File: src/rtl/orse_pkg.sv
// Package for the on-off-keyed remote switch encoder.
// Holds the configuration record, register indexes, reset constants and frame helpers.
// No dependencies.
package orse_pkg;

  localparam int unsigned TimerBitsDefault = 16;
  localparam int unsigned Symbols          = 12;

  localparam logic [11:0] ShortPulseRst  = 12'd320;
  localparam logic [11:0] LongPulseRst   = 12'd900;
  localparam logic [15:0] SyncGapRst     = 16'd10000;
  localparam logic [3:0]  RepeatCountRst = 4'd6;

  typedef enum logic [1:0] {
    REG_SHORT_PULSE  = 2'd0,
    REG_LONG_PULSE   = 2'd1,
    REG_SYNC_GAP     = 2'd2,
    REG_REPEAT_COUNT = 2'd3
  } reg_idx_t;

  typedef struct packed {
    logic [11:0] short_pulse_us;
    logic [11:0] long_pulse_us;
    logic [15:0] sync_gap_us;
    logic [3:0]  repeat_count;
  } cfg_t;

  typedef struct packed {
    logic line_high;
    logic busy_res;
    logic done_res;
    logic rejected;
  } res_t;

  typedef struct packed {
    logic        level;
    logic [15:0] len;
  } seg_t;

  // Symbol bit set means F: house bits 3..7, switch positions 1..5, then power pair.
  function automatic logic [11:0] build_pattern(input logic [7:0] house,
                                                input logic [3:0] sw,
                                                input logic       pwr);
    logic [11:0] pat;
    pat        = '0;
    pat[4:0]   = house[7:3];
    pat[5]     = (sw != 4'd1);
    pat[6]     = (sw != 4'd2);
    pat[7]     = (sw != 4'd3);
    pat[8]     = (sw != 4'd4);
    pat[9]     = (sw != 4'd5);
    pat[10]    = ~pwr;
    pat[11]    = pwr;
    return pat;
  endfunction

  // Level and raw length of the segment at a given position.
  function automatic seg_t load_seg(input logic        sync,
                                    input logic [1:0]  seg,
                                    input logic [3:0]  sym,
                                    input logic [11:0] pat,
                                    input cfg_t        cfg);
    seg_t r;
    logic is_f;
    is_f = (sym < 4'd12) && (|(pat & (12'd1 << sym)));
    if (sync) begin
      if (seg == 2'd0) begin
        r.level = 1'b1;
        r.len   = {4'd0, cfg.short_pulse_us};
      end else begin
        r.level = 1'b0;
        r.len   = cfg.sync_gap_us;
      end
    end else begin
      case (seg)
        2'd0: begin
          r.level = 1'b1;
          r.len   = {4'd0, cfg.short_pulse_us};
        end
        2'd1: begin
          r.level = 1'b0;
          r.len   = {4'd0, cfg.long_pulse_us};
        end
        2'd2: begin
          r.level = 1'b1;
          r.len   = {4'd0, is_f ? cfg.long_pulse_us : cfg.short_pulse_us};
        end
        default: begin
          r.level = 1'b0;
          r.len   = {4'd0, is_f ? cfg.short_pulse_us : cfg.long_pulse_us};
        end
      endcase
    end
    return r;
  endfunction

endpackage

File: src/rtl/orse_seq.sv
// Segment sequencer: frame position, segment timer and per-transaction result.
// Depends on orse_pkg.
module orse_seq #(
  parameter int unsigned TIMER_BITS = orse_pkg::TimerBitsDefault
) (
  input  logic              clk,
  input  logic              rst_n,
  input  logic              fire,
  input  logic              req_type,
  input  logic [7:0]        house_code,
  input  logic [3:0]        switch_number,
  input  logic              power_on,
  input  orse_pkg::cfg_t    cfg,
  output orse_pkg::res_t    res
);
  import orse_pkg::*;

  localparam int unsigned LenBits = (TIMER_BITS > 16) ? TIMER_BITS : 16;

  logic                  active_r,  active_nxt;
  logic [3:0]            frame_r,   frame_nxt;
  logic [3:0]            sym_r,     sym_nxt;
  logic [1:0]            seg_r,     seg_nxt;
  logic                  sync_r,    sync_nxt;
  logic [TIMER_BITS-1:0] tl_r,      tl_nxt;
  logic [11:0]           pat_r,     pat_nxt;
  logic                  level_r,   level_nxt;

  // Zero becomes one tick; lengths beyond the timer saturate.
  function automatic logic [TIMER_BITS-1:0] clamp_len(input logic [15:0] len);
    logic [LenBits-1:0] ext;
    logic [LenBits-1:0] tmax;
    ext  = LenBits'(len);
    tmax = LenBits'({TIMER_BITS{1'b1}});
    if (len == 16'd0) begin
      return TIMER_BITS'(1);
    end else if (ext > tmax) begin
      return {TIMER_BITS{1'b1}};
    end
    return TIMER_BITS'(ext);
  endfunction

  always_comb begin : p_next
    logic [TIMER_BITS-1:0] tl_dec;
    logic [1:0]            n_seg;
    logic [3:0]            n_sym;
    logic                  n_sync;
    logic [3:0]            n_frame;
    logic                  finish;
    seg_t                  ld;
    active_nxt = active_r;
    frame_nxt  = frame_r;
    sym_nxt    = sym_r;
    seg_nxt    = seg_r;
    sync_nxt   = sync_r;
    tl_nxt     = tl_r;
    pat_nxt    = pat_r;
    level_nxt  = level_r;
    res        = '0;
    tl_dec     = (tl_r != '0) ? tl_r - TIMER_BITS'(1) : '0;
    n_seg      = seg_r;
    n_sym      = sym_r;
    n_sync     = sync_r;
    n_frame    = frame_r;
    finish     = 1'b0;
    ld         = '0;
    if (fire) begin
      if (req_type) begin
        res.busy_res = 1'b1;
        if (active_r) begin
          res.rejected = 1'b1;
        end else begin
          pat_nxt    = build_pattern(house_code, switch_number, power_on);
          active_nxt = 1'b1;
          frame_nxt  = '0;
          sym_nxt    = '0;
          seg_nxt    = '0;
          sync_nxt   = 1'b0;
          ld         = load_seg(1'b0, 2'd0, 4'd0, pat_nxt, cfg);
          level_nxt  = ld.level;
          tl_nxt     = clamp_len(ld.len);
        end
      end else if (active_r) begin
        res.busy_res  = 1'b1;
        res.line_high = level_r;
        tl_nxt        = tl_dec;
        if (tl_dec == '0) begin
          // Advance to the next segment, symbol, sync or frame.
          if (!sync_r) begin
            if (seg_r != 2'd3) begin
              n_seg = seg_r + 2'd1;
            end else begin
              n_seg = 2'd0;
              if (sym_r < 4'(Symbols - 1)) begin
                n_sym = sym_r + 4'd1;
              end else begin
                n_sync = 1'b1;
              end
            end
          end else if (seg_r == 2'd0) begin
            n_seg = 2'd1;
          end else begin
            n_frame = frame_r + 4'd1;
            if (n_frame >= cfg.repeat_count) begin
              finish = 1'b1;
            end else begin
              n_sync = 1'b0;
              n_sym  = '0;
              n_seg  = '0;
            end
          end
          if (finish) begin
            res.done_res = 1'b1;
            active_nxt   = 1'b0;
            sync_nxt     = 1'b0;
            frame_nxt    = '0;
            sym_nxt      = '0;
            seg_nxt      = '0;
            tl_nxt       = '0;
            level_nxt    = 1'b0;
          end else begin
            ld        = load_seg(n_sync, n_seg, n_sym, pat_r, cfg);
            frame_nxt = n_frame;
            sym_nxt   = n_sym;
            seg_nxt   = n_seg;
            sync_nxt  = n_sync;
            level_nxt = ld.level;
            tl_nxt    = clamp_len(ld.len);
          end
        end
      end
    end
  end

  always_ff @(posedge clk) begin
    if (!rst_n) begin
      active_r <= 1'b0;
      frame_r  <= '0;
      sym_r    <= '0;
      seg_r    <= '0;
      sync_r   <= 1'b0;
      tl_r     <= '0;
      pat_r    <= '0;
      level_r  <= 1'b0;
    end else begin
      active_r <= active_nxt;
      frame_r  <= frame_nxt;
      sym_r    <= sym_nxt;
      seg_r    <= seg_nxt;
      sync_r   <= sync_nxt;
      tl_r     <= tl_nxt;
      pat_r    <= pat_nxt;
      level_r  <= level_nxt;
    end
  end

endmodule

File: src/rtl/ook_remote_switch_encoder.sv
// One transaction is taken every clock cycle while in_stall is low; each is either a
// one-microsecond tick or a start command, and each gives exactly one result transaction.
// It passes the input register, then the result register; the sequencer state moves as a
// transaction leaves the input register, so a stalled output holds the state still. The
// frame is twelve tristate symbols of four timed segments each, a sync pulse and a low
// gap, sent repeat_count times (at least once); lengths use a TIMER_BITS-wide down-counter.
// Configuration is written through cfg_we/cfg_index/cfg_wdata and read live.
// Depends on orse_pkg and orse_seq.
module ook_remote_switch_encoder #(
  parameter int unsigned TIMER_BITS = orse_pkg::TimerBitsDefault
) (
  input  logic        clk,
  input  logic        rst_n,
  input  logic        in_valid,
  output logic        in_stall,
  input  logic        in_req_type,
  input  logic [7:0]  in_house_code,
  input  logic [3:0]  in_switch_number,
  input  logic        in_power_on,
  output logic        out_valid,
  input  logic        out_stall,
  output logic        out_line_high,
  output logic        out_busy_res,
  output logic        out_done_res,
  output logic        out_rejected,
  input  logic        cfg_we,
  input  logic [1:0]  cfg_index,
  input  logic [15:0] cfg_wdata
);
  import orse_pkg::*;

  cfg_t       cfg_r;
  logic       a_valid_r;
  logic       a_req_r;
  logic [7:0] a_house_r;
  logic [3:0] a_sw_r;
  logic       a_pwr_r;
  logic       b_valid_r;
  res_t       b_res_r;
  res_t       res;
  logic       b_ready;
  logic       a_ready;
  logic       fire;

  assign b_ready  = !b_valid_r || !out_stall;
  assign a_ready  = !a_valid_r || b_ready;
  assign fire     = a_valid_r && b_ready;
  assign in_stall = !a_ready;

  always_ff @(posedge clk) begin
    if (!rst_n) begin
      cfg_r.short_pulse_us <= ShortPulseRst;
      cfg_r.long_pulse_us  <= LongPulseRst;
      cfg_r.sync_gap_us    <= SyncGapRst;
      cfg_r.repeat_count   <= RepeatCountRst;
    end else if (cfg_we) begin
      unique case (reg_idx_t'(cfg_index))
        REG_SHORT_PULSE:  cfg_r.short_pulse_us <= cfg_wdata[11:0];
        REG_LONG_PULSE:   cfg_r.long_pulse_us  <= cfg_wdata[11:0];
        REG_SYNC_GAP:     cfg_r.sync_gap_us    <= cfg_wdata;
        REG_REPEAT_COUNT: cfg_r.repeat_count   <= cfg_wdata[3:0];
        default: ;
      endcase
    end
  end

  // Input register.
  always_ff @(posedge clk) begin
    if (!rst_n) begin
      a_valid_r <= 1'b0;
    end else if (a_ready) begin
      a_valid_r <= in_valid;
    end
  end

  always_ff @(posedge clk) begin
    if (a_ready && in_valid) begin
      a_req_r   <= in_req_type;
      a_house_r <= in_house_code;
      a_sw_r    <= in_switch_number;
      a_pwr_r   <= in_power_on;
    end
  end

  orse_seq #(
    .TIMER_BITS (TIMER_BITS)
  ) u_seq (
    .clk           (clk),
    .rst_n         (rst_n),
    .fire          (fire),
    .req_type      (a_req_r),
    .house_code    (a_house_r),
    .switch_number (a_sw_r),
    .power_on      (a_pwr_r),
    .cfg           (cfg_r),
    .res           (res)
  );

  // Result register: hold while stalled.
  always_ff @(posedge clk) begin
    if (!rst_n) begin
      b_valid_r <= 1'b0;
    end else if (b_ready) begin
      b_valid_r <= a_valid_r;
    end
  end

  always_ff @(posedge clk) begin
    if (fire) begin
      b_res_r <= res;
    end
  end

  assign out_valid     = b_valid_r;
  assign out_line_high = b_res_r.line_high;
  assign out_busy_res  = b_res_r.busy_res;
  assign out_done_res  = b_res_r.done_res;
  assign out_rejected  = b_res_r.rejected;

endmodule

File: config.mk
export PLATFORM = sky130hd
export DESIGN_NAME = ook_remote_switch_encoder
export DESIGN_NICKNAME = d
export VERILOG_FILES = /design/src/rtl/orse_pkg.sv /design/src/rtl/orse_seq.sv /design/src/rtl/ook_remote_switch_encoder.sv
export SDC_FILE = /design/constraint.sdc
export NUM_CORES = 1
export LEC_CHECK = 0
export BUFFER_PORTS_ARGS = -buffer_cell sky130_fd_sc_hd__buf_4
export CORE_UTILIZATION = 60
export CTS_CLUSTER_SIZE = 30
export DETAILED_ROUTE_END_ITERATION = 8
export PLACE_DENSITY_LB_ADDON = 0.15
export SLEW_MARGIN = 20
export SYNTH_ARGS = -nofsm -noshare
export SYNTH_HDL_FRONTEND = slang
export SYNTH_SLANG_ARGS = --single-unit
File: constraint.sdc
create_clock -name clk -period 4.2 [get_ports clk]
set_clock_uncertainty 0.1 [all_clocks]
set_input_delay 0.21 -clock clk [delete_from_list [all_inputs] [get_ports clk]]
set_output_delay 0.21 -clock clk [all_outputs]
set_load 0.05 [all_outputs]
[After elaboration in Yosys (flattened, before gate mapping)]
Index checks and enable logic that the tools add are counted.
Word-level totals
  bits in registers: 105
  output and inout port bits: 6
Cells by class
  shift-type cells: 1
  bitwise gates (word level): 4
  reductions and logical operators: 30
  equality and inequality tests: 13
  mux-type cells: 103
  magnitude comparators: 5
  $add $sub $neg: 4
Operator list (count)
  $mux 16: 12
  $mux 17: 10
  $mux 4: 20
  $pmux 17 s3: 1
  $logic_not 16->1: 3
  $mux 1: 44
  $gt 16x16->1 const B: 2
  $mux 2: 14
  $mux 12: 2
  $reduce_bool 16->1: 1
  $sub 16x1->16 const B: 1
  $and 12x12->12: 1
  $reduce_or 12->1: 1
  $shl 1x4->12 const A: 1
  $add 4x1->4 const B: 2
  $lt 4x4->1 const B: 2
  $ne 4x2->1 const B: 2
  $ne 4x3->1 const B: 2
  $reduce_and 2->1: 4
  $eq 2x2->1 const B: 3
  $logic_not 2->1: 3
  $reduce_and 3->1: 2
  $reduce_and 6->1: 1
  $eq 2x1->1 const B: 2
  other kinds (14): 24

[Depth between registers and ports, before layout]
  depth in word-level cells: 34
  depth in mapped cells: 17
  gate-level depth less buffers: 14

[Hierarchy]
A second synthesis with hierarchy kept.
Unflattened totals
  cells, all modules: 740
  area, all modules: 6264.8 um^2
By module, submodules not included
  orse_seq: instances 1, area an instance 3901.2 um^2, seq. area each 820.8 um^2, cells an instance 539
  ook_remote_switch_encoder: instances 1, area an instance 2363.5 um^2, seq. area each 1461.4 um^2, cells an instance 201

[Worst setup path after synthesis]
OpenSTA, ideal clock, no wires.
  path type: reg-to-reg
  start: register u_seq.frame_r[0]
  end: register u_seq.tl_r[0]
  stages on the path, launching flop included: 13
  clock period less this slack: 3.333 ns
  setup slack: 0.867 ns
  setup time: 0.059 ns
  data arrival time: 3.175 ns
  cells stage by stage: dfxtp_1 -> ha_1 -> xor2_1 -> ha_1 -> o211ai_1 -> o21ai_1 -> o22ai_1 -> a311o_1 -> and4_1 -> or3_1 -> o221ai_1 -> nor4bb_1 -> a31o_1
On the way
  word-level cells in the longest chain between the ends: 34
Ends and longest elaborated chain
  from (decl): line orse_seq.sv:21  | logic [3:0] frame_r, frame_nxt;
  from (signal assigned): line orse_seq.sv:147  | frame_r <= frame_nxt;
  $add 4x1->4 (*): line orse_seq.sv:103  | n_frame = frame_r + 4'd1;
  $ge 4x4->1 (*): line orse_seq.sv:104  | if (n_frame >= cfg.repeat_count) begin
  $mux 4: line orse_seq.sv:104
  $mux 4: line orse_seq.sv:100  | end else if (seg_r == 2'd0) begin
  $mux 4: line orse_seq.sv:89  | if (!sync_r) begin
  $mux 4: line orse_seq.sv:87  | if (tl_dec == '0) begin
  $mux 4: line orse_seq.sv:83  | end else if (active_r) begin
  $mux 4: line orse_seq.sv:68  | if (req_type) begin
  [... 18 more ...]
  $mux 1: line orse_seq.sv:83
  $mux 1: line orse_seq.sv:68
  $mux 1: line orse_seq.sv:67  | if (fire) begin
  $mux 16: line orse_seq.sv:40  | return TIMER_BITS'(ext);
  $mux 16 (*): line orse_seq.sv:112  | if (finish) begin
  $mux 16 (*): line orse_seq.sv:87
  $mux 16 (*): line orse_seq.sv:83
  $mux 16 (*): line orse_seq.sv:68
  to (signal assigned): line orse_seq.sv:151  | tl_r <= tl_nxt;
  to (decl): line orse_seq.sv:25  | logic [TIMER_BITS-1:0] tl_r, tl_nxt;
Every way passes the cells marked *; elsewhere a longest branch is shown, timed or not. The select of a mux whose other input is x is not followed.
A chain may end at the register's enable or synchronous reset.

[Worst setup path after layout]
Same ends and word-level chain as after synthesis.

==> impl_summary.md <==
Status
The flow ran to the end, and the final reports show no timing, DRC or antenna violations.

Routing
For this run, design rule violations remaining after detail routing come to 0. The count of nets left with antenna violations once routing finished came out at 0. The ratio of routed vias to standard cells is roughly 6.3. Detailed routing inserted a total of about 5600 vias. The first TritonRoute pass finished after 6 iterations. The total wirelength of the detailed-routed design is approximately 16000 um. The average routed wire per standard cell is approximately 17 um. For this block, the initial DRC count from the detailed router was 450.

Clock network
The buffer cell driving the clock tree root is sky130_fd_sc_hd__clkbuf_8. The post-CTS clock slew at the launch and capture registers of the worst setup and hold paths is about 0.10 ns. The source-to-sink clock delay at the later pin of the worst-skew pair is roughly 0.37 ns. The CTS tree is yes.

The number of buffers inserted during clock tree synthesis is 9. The total number of H-tree levels is 3. The clock drives slightly above 100 sinks. No sink is reached through more buffers than the 2 on the longest clock path.

Setup path
The launching element type of the critical path is a flop. Of all nets on the critical path, the largest fanout is 8. STA puts the critical path data arrival time at 4.17 ns. The signal on the critical path passes through nand3_1 > xnor2_1 > ha_1 > o211ai_1 > o21a_2 > a2bb2oi_1 > nor4_1 > a211o_2 > and4_1 > or3_1 > o221ai_1 > nor4bb_1 > a31o_1. The worst setup path is captured at a flop. The worst path required time is between 4 and 5 ns.

The slowest stage of the critical path is the sky130_fd_sc_hd__or3_1 cell. The type of the setup path with the least slack is reg -> reg. The delay contributed by the slowest stage of the critical path is 0.44 ns.

Power and ir drop
The power density over the cells is about 330 nW/um^2. For this design the total switching power over the nets is 696 uW. Combinational logic is responsible for about a quarter of the overall power. The switching part of the total is between 30% and 40%. Overall power consumption after layout is estimated at ~2.2 mW. Summed over all cells, the static leakage comes to ~2.5 nW. The internal portion of the total power is about 1.5 mW. The peak ir drop on the vdd network is approximately 0.00032 V. The share of total power dissipated in the clock network is a little over a quarter.

Of the total power, registers draw about half.

Synthesis
The number of warnings issued by yosys is 0. The dominant cell type by area after synthesis is sky130_fd_sc_hd__dfxtp_1. The net count after synthesis is 760. The most used flip-flop cell after synthesis is sky130_fd_sc_hd__dfxtp_1.

The share of the synthesized area in the top cell type is 29.8%. Yosys attributes the largest share of cell area to sky130_fd_sc_hd__dfxtp_1 (30%), sky130_fd_sc_hd__nand2_1 (9.0%), sky130_fd_sc_hd__edfxtp_1 (7.7%). The number of flops mapped to enable cells by yosys is 15. The share of synthesized registers carrying an async set or reset is 0%. The synthesized netlist occupies a cell area of 5850 sq um. Dividing the synthesized area by the synthesized cell count gives around 8 sq um. After synthesis, the netlist uses between 80 and 90 different library cells. Of the synthesized area, sequential elements account for between 30% and 40%. The count of state elements after synthesis is between 100 and 150. The gate count of the mapped netlist is a little over 700.

Final layout
After filler insertion, the fill cell instance count of the layout stands at around 760. The number of nets in the layout is approximately 810. The commonest non-fill, non-tap cell in the layout is sky130_fd_sc_hd__nand2_1. Compared with the post-synthesis result, the final layout area differs by 13.7%. The number of inserted diodes is 0. Cells with a size suffix above 1 make up 11.7% of the layout. The multi-input combinational cells in the finished layout cover a total of about 3400 sq um. In the final layout, flip-flops and latches occupy 2190 sq um. Leaving out fill and tap cells, the most frequent cells in the layout are sky130_fd_sc_hd__nand2_1 (140), sky130_fd_sc_hd__dfxtp_1 (87), sky130_fd_sc_hd__buf_4 (51).

Floorplanning
The die covers 10100 sq um. Row generation in the floorplan step produced 35 rows. The core area is 9330 sq um. Measured along the y axis, the die boundary spans between 100 and 150 um. The number of I/O pins is 43. The effective utilization at floorplan is between 60% and 70%. Measured along the x axis, the die boundary spans a little over 100 um.

Timing
The final setup TNS is 0 ns. The count of final setup violators is 0. At the pin with the least slew margin, the transition time is 0.965 ns. The final count of hold timing violations was 0. The minimum period implied by the final worst setup slack is between 3 and 4 ns.

In this run the tightest slew margin relative to its limit is 35.5%. The final number of max-transition violations came to 0. The portion of the clock cycle consumed by the worst path in the final layout is 94.0%. Setup repair after global routing left no endpoint under its margin. The worst slack on hold paths is 0.0231 ns. Derived from the worst setup path, the maximum achievable clock frequency is 253 MHz.

Hold path
The min-delay analysis places its worst path in the category in -> reg.

Placed design
At the end of routability-driven placement, the weighted congestion stood at a little under 1. Summed over all nets, the half-perimeter wirelength after detailed placement is approximately 11000 um. The count of buffers added on input and output ports is 39.

Global route
Entering global routing, the biggest net connects just under 90 pins. The global-route total usage across every layer is 31.7%. The first global-routing pass estimated roughly 25000 um of wire. The initial antenna violation count was 0.

The via count of the first global-routing pass came to 5031. The total overflow left after global routing is 0.

Flow run
The number of max-capacitance violations reported is 0.
==> state kept, by name, indices dropped and copies added (netlist names) <==
name,count
a_req_r,1
u_seq.seg_r,2
u_seq.active_r,1
a_valid_r,1
out_rejected,1
out_busy_res,1
u_seq.level_r,1
out_valid,1
a_pwr_r,1
u_seq.sym_r,4
out_done_res,1
a_house_r,5
u_seq.pat_r,12
cfg_r,44
out_line_high,1
u_seq.tl_r,16
a_sw_r,4
u_seq.sync_r,1
u_seq.frame_r,4
==> worst max-delay path: cells and delay by family, from the launching register on <==
kind                       cells  cell delay, ns
DFF                            1            0.41
AOI/OAI and AO/OA              6            1.63
xor gates and xnor gates       1            0.17
adders and majority gates      1            0.32
and+or+nand+nor                5            1.27
==> final timing paths <==
path,startpoint,cells past startpoint,slack (ns),end
min,cfg_wdata[3],3,0.02,cfg_r[35]$_SDFFE_PN0P_
max,u_seq.frame_r[0]$_SDFFE_PN0P_,13,0.25,u_seq.tl_r[0]$_SDFFE_PN0P_
max reg2reg,u_seq.frame_r[0]$_SDFFE_PN0P_,13,0.25,u_seq.tl_r[0]$_SDFFE_PN0P_
min reg2reg,a_pwr_r$_DFFE_PP_,1,0.37,u_seq.pat_r[10]$_SDFFE_PN0P_
==> cell families after synthesis <==
kind of cell	count (synthesis)	share of synthesized area, %
xor+xnor	9	1.35
compound gates	200	24.1
flops	102	37.5
simple gates	322	28.2
fa+ha+maj	11	2.35
mux	14	2.40
buf+inv	54	4.11
==> metal layers <==
| layer | share of wire (%) | global-route usage, % | vias up |
|---|---|---|---|
| met5 | 0 | 0 | - |
| met1 | 45 | 44.5 | 2675 |
| met4 | 1.8 | 9.36 | 0 |
| met2 | 45 | 49.5 | 242 |
| li1 | - | - | 2676 |
| met3 | 7.9 | 6.10 | 30 |
==> what timing repair did <==
action | 4_1_cts | 5_1_grt
gates resized for setup | 0 | 5
setup buffers | 0 | 0
setup endpoints to repair | 0 | 3
hold endpoints to repair | 31 | 0
hold buffers | 24 | 0
==> power by group through the flow <==
| stage | clock network [mW] | logic [mW] | registers, mW |
|---|---|---|---|
| after floorplan | 0 | 0.365 | 1.09 |
| after global placement | 0 | 0.479 | 1.09 |
| after detailed placement | 0 | 0.490 | 1.09 |
| after CTS | 0.608 | 0.511 | 1.07 |
| after global routing | 0.638 | 0.571 | 1.08 |
| final | 0.596 | 0.521 | 1.07 |
==> synth_stat cells, drive strengths merged (3+ instances only) <==
library cell and count:
a211oi 5, a21boi 41, a21oi 30, a221oi 4, a222oi 3, a22oi 10
a31oi 6, and2 15, and3 4, buf 8, clkbuf 32, dfxtp 87
edfxtp 15, ha 11, inv 13, mux2i 14, nand2 140, nand2b 8
nand3 26, nand3b 4, nand4 3, nand4b 4, nor2 32, nor2b 24
nor3 23, nor3b 7, nor4 12, o211a 4, o211ai 5, o21a 7
o21ai 46, o221ai 3, o22ai 3, o311ai 4, o31ai 6, or2 3
or3 5, or4 4, xnor2 5, xor2 4
==> final cells by class <==
type / count / area share, %
multi-input cells: 556 / 51.7
well taps: 129 / 2.43
clock buffers: 11 / 2.13
inverters: 14 / 0.791
flip-flops and latches: 102 / 33.0
clock inverters: 5 / 0.621
repair buffers: 75 / 9.37
==> metrics by stage <==
| stage | instance area (sq um) | worst slack [ns] | instances | utilization (%) |
|---|---|---|---|---|
| floorplan | 5850 | 0.867 | 712 | - |
| global placement | 6200 | 0.346 | 852 | 66.5 |
| detailed placement | 6200 | 0.261 | 852 | 66.5 |
| CTS | 6630 | 0.211 | 892 | 71.0 |
| global route | 6650 | 0.00890 | 892 | 71.3 |
| finish | 6650 | 0.254 | 892 | 71.3 |
(Power assumes the default switching activity.)
